`config.mk`:
```
export PLATFORM = sky130hd
export DESIGN_NAME = i2s_slot_sample_statistics_unit_flat
export DESIGN_NICKNAME = d
export VERILOG_FILES = /design/src/rtl/i2sst_pkg.sv /design/src/rtl/i2sst_stream_if.sv /design/src/rtl/i2s_slot_sample_statistics_unit.sv /design/src/flat_wrapper.sv
export SDC_FILE = /design/constraint.sdc
export NUM_CORES = 1
export LEC_CHECK = 0
export BUFFER_PORTS_ARGS = -buffer_cell sky130_fd_sc_hd__buf_4
export CAP_MARGIN = 15
export CORE_ASPECT_RATIO = 1.4
export CORE_MARGIN = 4
export CORE_UTILIZATION = 50
export CTS_CLUSTER_DIAMETER = 40
export DETAILED_ROUTE_END_ITERATION = 6
export GPL_ROUTABILITY_DRIVEN = 0
export MAX_ROUTING_LAYER = met4
export PLACE_DENSITY = 0.78
export SETUP_SLACK_MARGIN = 0.05
export SLEW_MARGIN = 20
export SYNTH_ARGS = -nofsm -noshare
export SYNTH_HDL_FRONTEND = slang
export SYNTH_SLANG_ARGS = --single-unit
```
`constraint.sdc`:
```
create_clock -name clk -period 17.6 [get_ports clk]
set_input_delay 1.76 -clock clk [delete_from_list [all_inputs] [get_ports clk]]
set_output_delay 1.76 -clock clk [all_outputs]
set_load 0.005 [all_outputs]
```
`src/rtl/i2sst_pkg.sv`:
```
// ----------------------------------------------------------------------------
// I2S slot statistics package
// Shared widths, constants, register indexes and transaction payload types.
// ----------------------------------------------------------------------------
package i2sst_pkg;

    localparam int WORD_W   = 32;
    localparam int SAMPLE_W = 24;
    localparam int COUNT_W  = 13;
    localparam int REG_IDX_W = 2;
    localparam int REG_DATA_W = 1;

    localparam int MAX_FRAMES_DEFAULT = 256;

    localparam logic signed [SAMPLE_W-1:0] SAMPLE_POS_MAX = 24'sh7F_FFFF;
    localparam logic signed [SAMPLE_W-1:0] SAMPLE_NEG_MIN = 24'sh80_0000;
    localparam int LJ_SHIFT = 8;

    localparam logic [REG_IDX_W-1:0] REG_STEREO_RAW_MODE  = 2'd0;
    localparam logic [REG_IDX_W-1:0] REG_USE_RIGHT_SLOT   = 2'd1;
    localparam logic [REG_IDX_W-1:0] REG_CONVERSION_LOW24 = 2'd2;

    typedef struct packed {
        logic [WORD_W-1:0] slot_word;
        logic              is_right_slot;
        logic              end_of_read;
    } word_item_t;

    typedef struct packed {
        logic                       sample_valid;
        logic signed [SAMPLE_W-1:0] sample;
        logic                       block_done;
        logic signed [SAMPLE_W-1:0] low_sample;
        logic signed [SAMPLE_W-1:0] high_sample;
        logic [SAMPLE_W-1:0]        peak_level;
        logic [COUNT_W-1:0]         zero_total;
        logic [COUNT_W-1:0]         nonzero_total;
        logic [COUNT_W-1:0]         repeat_total;
        logic [WORD_W-1:0]          raw_min;
        logic [WORD_W-1:0]          raw_max;
        logic [COUNT_W-1:0]         sample_total;
    } result_item_t;

endpackage

```
`src/rtl/i2sst_stream_if.sv`:
```
// ----------------------------------------------------------------------------
// I2S slot statistics stream interface
// Valid/ready channel carrying one payload per transaction.
// ----------------------------------------------------------------------------
interface i2sst_stream_if #(
    parameter type T = logic
);
    logic valid;
    logic ready;
    T     data;

    modport source (output valid, output data, input ready);
    modport sink   (input valid, input data, output ready);
endinterface

```
`src/rtl/i2s_slot_sample_statistics_unit.sv`:
```
// ----------------------------------------------------------------------------
// I2S slot sample statistics unit
// Selects slot words, converts them to signed 24-bit samples and reports
// per-block min/max/peak, zero/nonzero/repeat counts and raw word extremes.
//
// Channel        Dir  Payload        Transaction
// word_stream    in   word_item_t    one raw slot word
// result_stream  out  result_item_t  sample and/or block summary
// wr_*           in   reg index/data register write, no handshake
//
// One word per cycle unless stalled; input register, then accumulator update
// and result register. Words not taken (unselected or block full) and not
// closing a block give no transaction. Reset loads the register defaults and
// clears all block accumulators. A stalled result holds the pipeline; a new
// word is still taken while the result register is being drained.
// ----------------------------------------------------------------------------
module i2s_slot_sample_statistics_unit
    import i2sst_pkg::*;
#(
    parameter int MAX_FRAMES = MAX_FRAMES_DEFAULT
)
(
    input  logic                  clk,
    input  logic                  rst_n,
    input  logic                  wr_en,
    input  logic [REG_IDX_W-1:0]  wr_index,
    input  logic [REG_DATA_W-1:0] wr_data,
    i2sst_stream_if.sink          word_stream,
    i2sst_stream_if.source        result_stream
);

    localparam logic [COUNT_W-1:0] FRAME_LIMIT = COUNT_W'(MAX_FRAMES);

    logic stereo_reg;
    logic right_sel_reg;
    logic low24_reg;

    logic       s1_valid_reg;
    word_item_t s1_item_reg;

    logic         out_valid_reg;
    result_item_t out_item_reg;
    result_item_t out_item_next;

    logic signed [SAMPLE_W-1:0] run_min_reg,  run_min_next;
    logic signed [SAMPLE_W-1:0] run_max_reg,  run_max_next;
    logic [SAMPLE_W-1:0]        run_peak_reg, run_peak_next;
    logic [COUNT_W-1:0]         zeros_reg,    zeros_next;
    logic [COUNT_W-1:0]         nonzeros_reg, nonzeros_next;
    logic [COUNT_W-1:0]         repeats_reg,  repeats_next;
    logic [COUNT_W-1:0]         samples_reg,  samples_next;
    logic [WORD_W-1:0]          prev_word_reg, prev_word_next;
    logic                       prev_valid_reg, prev_valid_next;
    logic [WORD_W-1:0]          word_min_reg, word_min_next;
    logic [WORD_W-1:0]          word_max_reg, word_max_next;

    logic                       out_free;
    logic                       advance;
    logic                       selected;
    logic                       take;
    logic                       emit;
    logic                       last;
    logic [WORD_W-1:0]          raw;
    logic signed [SAMPLE_W-1:0] smp;
    logic [SAMPLE_W-1:0]        mag;

    assign out_free          = !out_valid_reg || result_stream.ready;
    assign advance           = s1_valid_reg && out_free;
    assign word_stream.ready = !s1_valid_reg || out_free;

    assign result_stream.valid = out_valid_reg;
    assign result_stream.data  = out_item_reg;

    always_ff @(posedge clk or negedge rst_n)
    begin
        if (!rst_n)
        begin
            stereo_reg    <= 1'b1;
            right_sel_reg <= 1'b0;
            low24_reg     <= 1'b0;
        end
        else if (wr_en)
        begin
            unique case (wr_index)
                REG_STEREO_RAW_MODE:  stereo_reg    <= wr_data[0];
                REG_USE_RIGHT_SLOT:   right_sel_reg <= wr_data[0];
                REG_CONVERSION_LOW24: low24_reg     <= wr_data[0];
                default: ;
            endcase
        end
    end

    always_ff @(posedge clk or negedge rst_n)
    begin
        if (!rst_n)
        begin
            s1_valid_reg <= 1'b0;
        end
        else if (word_stream.valid && word_stream.ready)
        begin
            s1_valid_reg <= 1'b1;
        end
        else if (advance)
        begin
            s1_valid_reg <= 1'b0;
        end
    end

    always_ff @(posedge clk)
    begin
        if (word_stream.valid && word_stream.ready)
        begin
            s1_item_reg <= word_stream.data;
        end
    end

    assign raw      = s1_item_reg.slot_word;
    assign last     = s1_item_reg.end_of_read;
    assign selected = !stereo_reg || (s1_item_reg.is_right_slot == right_sel_reg);
    assign take     = selected && (samples_reg < FRAME_LIMIT);
    assign emit     = take || last;
    assign smp      = low24_reg ? raw[SAMPLE_W-1:0] : raw[LJ_SHIFT +: SAMPLE_W];
    assign mag      = smp[SAMPLE_W-1] ? (~smp + 1'b1) : smp;

    always_comb
    begin
        run_min_next    = run_min_reg;
        run_max_next    = run_max_reg;
        run_peak_next   = run_peak_reg;
        zeros_next      = zeros_reg;
        nonzeros_next   = nonzeros_reg;
        repeats_next    = repeats_reg;
        samples_next    = samples_reg;
        prev_word_next  = prev_word_reg;
        prev_valid_next = prev_valid_reg;
        word_min_next   = word_min_reg;
        word_max_next   = word_max_reg;
        if (take)
        begin
            if (smp < run_min_reg)
                run_min_next = smp;
            if (smp > run_max_reg)
                run_max_next = smp;
            if (mag > run_peak_reg)
                run_peak_next = mag;
            if (smp == '0)
                zeros_next = zeros_reg + 1'b1;
            if (raw != '0)
                nonzeros_next = nonzeros_reg + 1'b1;
            if (prev_valid_reg && (raw == prev_word_reg))
                repeats_next = repeats_reg + 1'b1;
            prev_word_next  = raw;
            prev_valid_next = 1'b1;
            if (raw < word_min_reg)
                word_min_next = raw;
            if (raw > word_max_reg)
                word_max_next = raw;
            samples_next = samples_reg + 1'b1;
        end
    end

    always_comb
    begin
        out_item_next              = '0;
        out_item_next.sample_valid = take;
        out_item_next.block_done   = last;
        if (take)
            out_item_next.sample = smp;
        if (last && (samples_next != '0))
        begin
            out_item_next.low_sample    = run_min_next;
            out_item_next.high_sample   = run_max_next;
            out_item_next.peak_level    = run_peak_next;
            out_item_next.zero_total    = zeros_next;
            out_item_next.nonzero_total = nonzeros_next;
            out_item_next.repeat_total  = repeats_next;
            out_item_next.raw_min       = word_min_next;
            out_item_next.raw_max       = word_max_next;
            out_item_next.sample_total  = samples_next;
        end
    end

    always_ff @(posedge clk or negedge rst_n)
    begin
        if (!rst_n)
        begin
            run_min_reg    <= SAMPLE_POS_MAX;
            run_max_reg    <= SAMPLE_NEG_MIN;
            run_peak_reg   <= '0;
            zeros_reg      <= '0;
            nonzeros_reg   <= '0;
            repeats_reg    <= '0;
            samples_reg    <= '0;
            prev_word_reg  <= '0;
            prev_valid_reg <= 1'b0;
            word_min_reg   <= '1;
            word_max_reg   <= '0;
        end
        else if (advance)
        begin
            if (last)
            begin
                run_min_reg    <= SAMPLE_POS_MAX;
                run_max_reg    <= SAMPLE_NEG_MIN;
                run_peak_reg   <= '0;
                zeros_reg      <= '0;
                nonzeros_reg   <= '0;
                repeats_reg    <= '0;
                samples_reg    <= '0;
                prev_word_reg  <= '0;
                prev_valid_reg <= 1'b0;
                word_min_reg   <= '1;
                word_max_reg   <= '0;
            end
            else
            begin
                run_min_reg    <= run_min_next;
                run_max_reg    <= run_max_next;
                run_peak_reg   <= run_peak_next;
                zeros_reg      <= zeros_next;
                nonzeros_reg   <= nonzeros_next;
                repeats_reg    <= repeats_next;
                samples_reg    <= samples_next;
                prev_word_reg  <= prev_word_next;
                prev_valid_reg <= prev_valid_next;
                word_min_reg   <= word_min_next;
                word_max_reg   <= word_max_next;
            end
        end
    end

    always_ff @(posedge clk or negedge rst_n)
    begin
        if (!rst_n)
        begin
            out_valid_reg <= 1'b0;
        end
        else if (advance)
        begin
            out_valid_reg <= emit;
        end
        else if (result_stream.ready)
        begin
            out_valid_reg <= 1'b0;
        end
    end

    always_ff @(posedge clk)
    begin
        if (advance && emit)
        begin
            out_item_reg <= out_item_next;
        end
    end

endmodule

```
`src/flat_wrapper.sv`:
```
// flat-port wrapper written by rule: the top's interface ports become plain ports
module i2s_slot_sample_statistics_unit_flat import i2sst_pkg::*;
#(
    parameter int MAX_FRAMES = MAX_FRAMES_DEFAULT
)
  (clk, rst_n, wr_en, wr_index, wr_data, word_stream_valid, word_stream_data, word_stream_ready, result_stream_valid, result_stream_data, result_stream_ready);
  i2sst_stream_if #(.T(word_item_t)) word_stream_i ();
  i2sst_stream_if #(.T(result_item_t)) result_stream_i ();
  input  logic clk;
  input  logic rst_n;
  input  logic wr_en;
  input  logic [REG_IDX_W-1:0] wr_index;
  input  logic [REG_DATA_W-1:0] wr_data;
  input wire logic [$bits(word_stream_i.valid)-1:0] word_stream_valid;
  input wire logic [$bits(word_stream_i.data)-1:0] word_stream_data;
  output wire logic [$bits(word_stream_i.ready)-1:0] word_stream_ready;
  output wire logic [$bits(result_stream_i.valid)-1:0] result_stream_valid;
  output wire logic [$bits(result_stream_i.data)-1:0] result_stream_data;
  input wire logic [$bits(result_stream_i.ready)-1:0] result_stream_ready;
  assign word_stream_i.valid = word_stream_valid;
  assign word_stream_i.data = word_stream_data;
  assign word_stream_ready = word_stream_i.ready;
  assign result_stream_valid = result_stream_i.valid;
  assign result_stream_data = result_stream_i.data;
  assign result_stream_i.ready = result_stream_ready;
  i2s_slot_sample_statistics_unit #(.MAX_FRAMES(MAX_FRAMES)) u_core (.clk(clk), .rst_n(rst_n), .wr_en(wr_en), .wr_index(wr_index), .wr_data(wr_data), .word_stream(word_stream_i), .result_stream(result_stream_i));
endmodule
```
# Word-level counts from Yosys, hierarchy flattened
# Cells that the tools add are included.
[word_totals]
in_bits = 42
latch_bits = 0
ram_bits = 0
elab_cells = 107
mem_count = 0
rom_bits = 0
register_bits = 474
output_inout_bits = 216
[classes]
div = 0
bitwise_logic = 1
n_shift = 0
n_reduce_logical = 24
n_lt_le_gt_ge = 6
multipliers = 0
addsub = 5
eq_ne = 4
mux = 36
[op_table]
columns = ["cell", "count"]
rows = [
  ["2-to-1 mux 24 bit", 11],
  ["2-to-1 mux 32 bit", 8],
  ["2-to-1 mux 13 bit", 11],
  ["adder 13 x 1 -> 13 bit, second input constant", 4],
  ["> comparator 24 bit", 2],
  ["equality test 32 bit", 1],
  ["> comparator 32 bit", 1],
  ["less-than comparator 32 bit", 1],
  ["nonzero test 32 bit", 1],
  ["adder 24 x 1 -> 24 bit, second input constant", 1],
  ["logical NOT 24 bit", 1],
  ["less-than comparator 24 bit", 1],
  ["inverter 24 bit", 1],
  ["less-than comparator 13 x 9 -> 1 bit, second input constant", 1],
  ["nonzero test 13 bit", 1],
  ["AND reduction 2 bit", 4],
  ["logical AND 1 bit", 6],
  ["2-to-1 mux 1 bit", 6],
  ["nonzero test 2 bit", 3],
  ["logical OR 1 bit", 4],
  ["logical NOT 1 bit", 3],
  ["equality test 2 x 1 -> 1 bit, second input constant", 1],
  ["equality test 2 bit, second input constant", 1],
  ["logical NOT 2 bit", 1],
  ["equality test 1 bit", 1],
]

# Logic depth before layout (Yosys ltp)
[logic_depth]
ltp_word = 8
ltp_mapped = 22
mapped_depth_nobuf = 15

# Worst setup path before layout
# Ideal clock, no wire load.
[synth_path]
path_kind = "input-to-reg"
startpoint = "input result_stream_ready"
endpoint = "register u_core.prev_word_reg[28]"
n_path_buf = 1
path_stages = 6
t_arrival_ns = 6.835
t_required_ns = 17.246
setup_time_ns = 0.354
path_slack_ns = 10.412
cell_sequence = "nand2b_1 > and2_1 > clkbuf_1 > o21ai_1 > inv_1 > o21ai_0"
[synth_between]
elab_chain_len = 3
[synth_lines]
columns = ["item", "line", "text"]
rows = [
  ["start, declared", "flat_wrapper.sv:19", "input wire logic [$bits(result_stream_i.ready)-1:0] result_stream_ready;"],
  ["logical OR 1 bit", "i2s_slot_sample_statistics_unit.sv:67", "assign out_free = !out_valid_reg || result_stream.ready;"],
  ["logical AND 1 bit", "i2s_slot_sample_statistics_unit.sv:68", "assign advance = s1_valid_reg && out_free;"],
  ["AND reduction 2 bit (no line)", "-", ""],
  ["end signal, assigned", "i2s_slot_sample_statistics_unit.sv:224", "prev_word_reg <= prev_word_next;"],
  ["end, declared", "i2s_slot_sample_statistics_unit.sv:52", "logic [WORD_W-1:0] prev_word_reg, prev_word_next;"],
]
# Every way passes these cells.
# A chain may end at the register's enable or synchronous reset.

# Final worst setup path
[layout_path]
startpoint = "register u_core.low24_reg"
endpoint = "register u_core.out_item_reg (netlist bit u_core.result_stream.data[125]) (data pin)"
[layout_between]
elab_chain_len = 7
[layout_lines]
columns = ["item", "line", "text"]
rows = [
  ["start, declared", "i2s_slot_sample_statistics_unit.sv:36", "logic low24_reg;"],
  ["start signal, assigned", "i2s_slot_sample_statistics_unit.sv:87", "REG_CONVERSION_LOW24: low24_reg <= wr_data[0];"],
  ["2-to-1 mux 24 bit (*)", "i2s_slot_sample_statistics_unit.sv:122", "assign smp = low24_reg ? raw[SAMPLE_W-1:0] : raw[LJ_SHIFT +: SAMPLE_W];"],
  ["inverter 24 bit", "i2s_slot_sample_statistics_unit.sv:123", "assign mag = smp[SAMPLE_W-1] ? (~smp + 1'b1) : smp;"],
  ["adder 24 x 1 -> 24 bit", "i2s_slot_sample_statistics_unit.sv:123", ""],
  ["2-to-1 mux 24 bit (*)", "i2s_slot_sample_statistics_unit.sv:123", ""],
  ["> comparator 24 bit", "i2s_slot_sample_statistics_unit.sv:144", "if (mag > run_peak_reg)"],
  ["2-to-1 mux 24 bit (*)", "i2s_slot_sample_statistics_unit.sv:144", ""],
  ["2-to-1 mux 24 bit (*)", "i2s_slot_sample_statistics_unit.sv:138", "if (take)"],
  ["end signal, assigned", "i2s_slot_sample_statistics_unit.sv:252", "out_item_reg <= out_item_next;"],
  ["end, declared", "i2s_slot_sample_statistics_unit.sv:42", "result_item_t out_item_reg;"],
]
# Every way passes the cells marked *; elsewhere a longest branch is shown, timed or not.

==> impl_metrics.ini <==
[synthesis]
ys.warnings.count = 0
syn_inst = 2387
synthDistinctLibCells = 82
syn_area_per_cell_um2 = 10.64
synth_edf_count = 248
ys_async_sr_fraction_pct = 47.68
synth-seq-cells = 474
syn-cell-area_mm2 = 0.02541
ys_seq_area_share_pct = 51.85
synthFlopType = edfxtp_1
postSynthNetCount = 2568

[sta]
setup_tns_ns = 0
drv_slew = 0
hold_viol_final = 0
rsz0062_at_grt = no
relSlewSlack_pct = 21.75
clock_skew_ns = 0.03857
finalCritPeriodShare_pct = 38.95
period_needed_ns = 6.854
tightest_slew_ns = 1.174
fmax_ghz = 0.1459
setup_viol = 0

[placement]
dp.cells = 3153
hpwlAfterDp_um = 48700
io_buffer_count = 257

[die]
fp.dieH_um = 274.7
start_util_pct = 50.69
core_area_mm2 = 0.05012
boundaryPins = 258
rows = 97
die_w_um = 198.5
die_area_mm2 = 0.05453

[layout]
fin_cells = 3253
final_nets = 2746
diodes = 0
mostFrequentLayoutCells = 298 x buf_4, 248 x edfxtp_1, 219 x nor2_1
drive_above_1_share_pct = 19.20
largest_reg_flops = 214
fillCellCount = 4000
layout_commonest_cell = buf_4
area_growth_pct = 16.75

[worst_hold_path]
hp-class = flip-flop to flip-flop

[clock_tree]
clk_pin_slew_worst_paths_ns = 0.06
clkLatencyLatePin_ns = 0.60
cts_tree = done
ctsHoldBuffers = 0
numCtsBuffers = 53
cts_max_level = 2
numClockSinks = 474
cts_root_buf = clkbuf_16
clk_path_buf_depth = 3
post_cts_resized = 0
post_cts_buffers = 0

[setup_path]
path_max_fanout = 53
slowest_stage = dfrtp_2
arrival_ns = 7.14
crit_buf_inv = 2
start_kind = flip-flop
critical-path-top-delay-family = compound AO/OA/AOI/OAI gates
critical_path_class = flip-flop to flip-flop
end_kind = flip-flop
cp_cell_sequence = mux2i_1 -> buf_4 -> ha_1 -> or4bb_1 -> a222oi_1 -> nand4_1 -> o41ai_1 -> xnor2_1 -> ha_1 -> and3_1 -> nand4_1 -> nor4_1 -> o31ai_1 -> a31oi_2 -> buf_4 -> mux2i_1 -> nor2_1
critical-path-max-stage-delay_ns = 1.05
worstPathRequired_ns = 17.89

[power_and_ir_drop]
peakVddDrop_mv = 0.1001
p_per_area_mw_per_mm2 = 157.6
cell_internal_pwr_mw = 2.912
power.total_mw = 4.674
clock_power_share_pct = 24.5
switching_share_pct = 37.69
combPwrFrac_pct = 37.3
p_sw_mw = 1.762
seq_power_share_pct = 38.2
p_leak_nw = 12.47

[global_route]
grt_pass1_vias = 19910
antenna_found_initial = 0
grt_pass1_wl_um = 110300
grtUsageTotal_pct = 26.04
grt_max_degree = 149
gr-total-overflow = 0

[route]
wl_um = 71340
vias_per_cell = 6.243
ant_nets = 0
drc = 0
num_vias = 20310
drt-initial-drc-count = 2028
routedWlPerCell_um = 21.93
dr.pass1.iters = 6

[job]
drv_cap = 0

[run_status]
status = finished clean
[final cells by class]
cell class              instances  area [um^2]  share of cell area, %
repair buffers                301         2275                  7.669
multi-input cells            1553        10880                  36.70
clock inverters                38        420.4                  1.417
clock buffers                  62         1411                  4.758
well taps                     643        804.5                  2.712
flip-flops and latches        474        13180                  44.42
inverters                     182        690.7                  2.329
[through the flow]
| step | instance area [um^2] | hold slack, ns | util [%] | worst slack, ns |
|---|---|---|---|---|
| after floorplan | 25410 | 0.4635 | - | 10.41 |
| after global placement | 27810 | 0.4958 | 55.47 | 11.27 |
| after detailed placement | 27810 | 0.4966 | 55.47 | 10.93 |
| after CTS | 29640 | 0.5090 | 59.13 | 10.92 |
| after global routing | 29660 | 0.5282 | 59.17 | 10.32 |
| final | 29660 | 0.5069 | 59.17 | 10.75 |
[synth_stat cells (8+ instances only)]
cell type	count	share of area, %
a211oi_1	76	2.2
a21o_1	22	0.65
a21oi_1	105	2.1
a221oi_1	9	0.31
a22o_1	63	2.2
a22oi_1	24	0.71
a31oi_1	12	0.30
and2_1	12	0.30
and3_1	13	0.32
and4_1	16	0.55
buf_1	10	0.15
buf_2	30	0.59
clkbuf_1	134	2.0
dfrtp_1	169	17
dfstp_2	57	5.9
edfxtp_1	248	29
ha_1	139	6.8
inv_1	178	2.6
mux2i_1	104	4.1
nand2_1	146	2.2
nand2b_1	8	0.20
nand3_1	74	1.5
nand4_1	45	1.1
nor2_1	221	3.3
nor2b_1	10	0.25
nor3_1	61	1.2
nor4_1	27	0.66
o211ai_1	10	0.30
o21a_1	8	0.24
o21ai_0	47	0.93
o21ai_1	11	0.22
o22a_1	27	0.93
o22ai_1	29	0.71
o311ai_0	23	0.79
o31ai_1	12	0.35
o32a_1	9	0.35
or3_1	11	0.27
xnor2_1	70	2.4
xor2_1	22	0.76
[worst reg2reg max path: stages (launching register included)]
cell      delay [ns]
dfrtp_2         1.05
mux2i_1         0.29
buf_4           0.24
ha_1            0.23
or4bb_1         0.52
a222oi_1        0.62
nand4_1         0.37
o41ai_1         0.41
xnor2_1         0.17
ha_1            0.29
and3_1          0.18
nand4_1         0.14
nor4_1          0.40
o31ai_1         0.22
a31oi_2         0.77
buf_4           0.37
mux2i_1         0.22
nor2_1          0.06
[cells by family (layout without fill, tap and decap cells)]
group           Yosys count  after routing  synth area share (%)
simple gates            676            676                 12.99
buf+inv                 360            583                 5.570
fa+ha+maj               139            139                 6.846
mux                     111            111                 4.408
flops                   474            474                 51.85
xor+xnor                 92             92                 3.172
compound gates          535            535                 15.16
[worst paths after layout]
kind	slack (ns)	startpoint	cells past startpoint	to
worst max-delay path	10.75	u_core.low24_reg	17	u_core.result_stream.data[125]
worst min-delay path	0.51	u_core.run_min_reg[13]	2	u_core.run_min_reg[13]
worst max register to register	10.75	u_core.low24_reg	17	u_core.result_stream.data[125]
worst min register to register	0.51	u_core.run_min_reg[13]	2	u_core.run_min_reg[13]
max in group asynchronous	15.24	rst_n	2	u_core.low24_reg
min in group asynchronous	1.16	rst_n	1	u_core.word_max_reg[21]
[metal layers]
| metal | routed length [um] | vias to the layer above | global-route usage (%) |
|---|---|---|---|
| met5 | 0 | - | - |
| met4 | 4204 | 0 | 13.47 |
| met3 | 5197 | 249 | 3.479 |
| met2 | 34460 | 1014 | 42.10 |
| met1 | 27470 | 9919 | 32.14 |
| li1 | - | 9128 | - |
[power by group through the flow]
stage	combinational (mW)	clock (mW)	sequential, mW
5_1_grt	1.90	1.21	1.82
3_5_place_dp	1.71	0	1.79
2_1_floorplan	1.15	0	1.74
6_report	1.74	1.15	1.79
4_1_cts	1.73	1.16	1.78
3_3_place_gp	1.65	0	1.78
No activity file was read; power rests on OpenSTA's default activity.
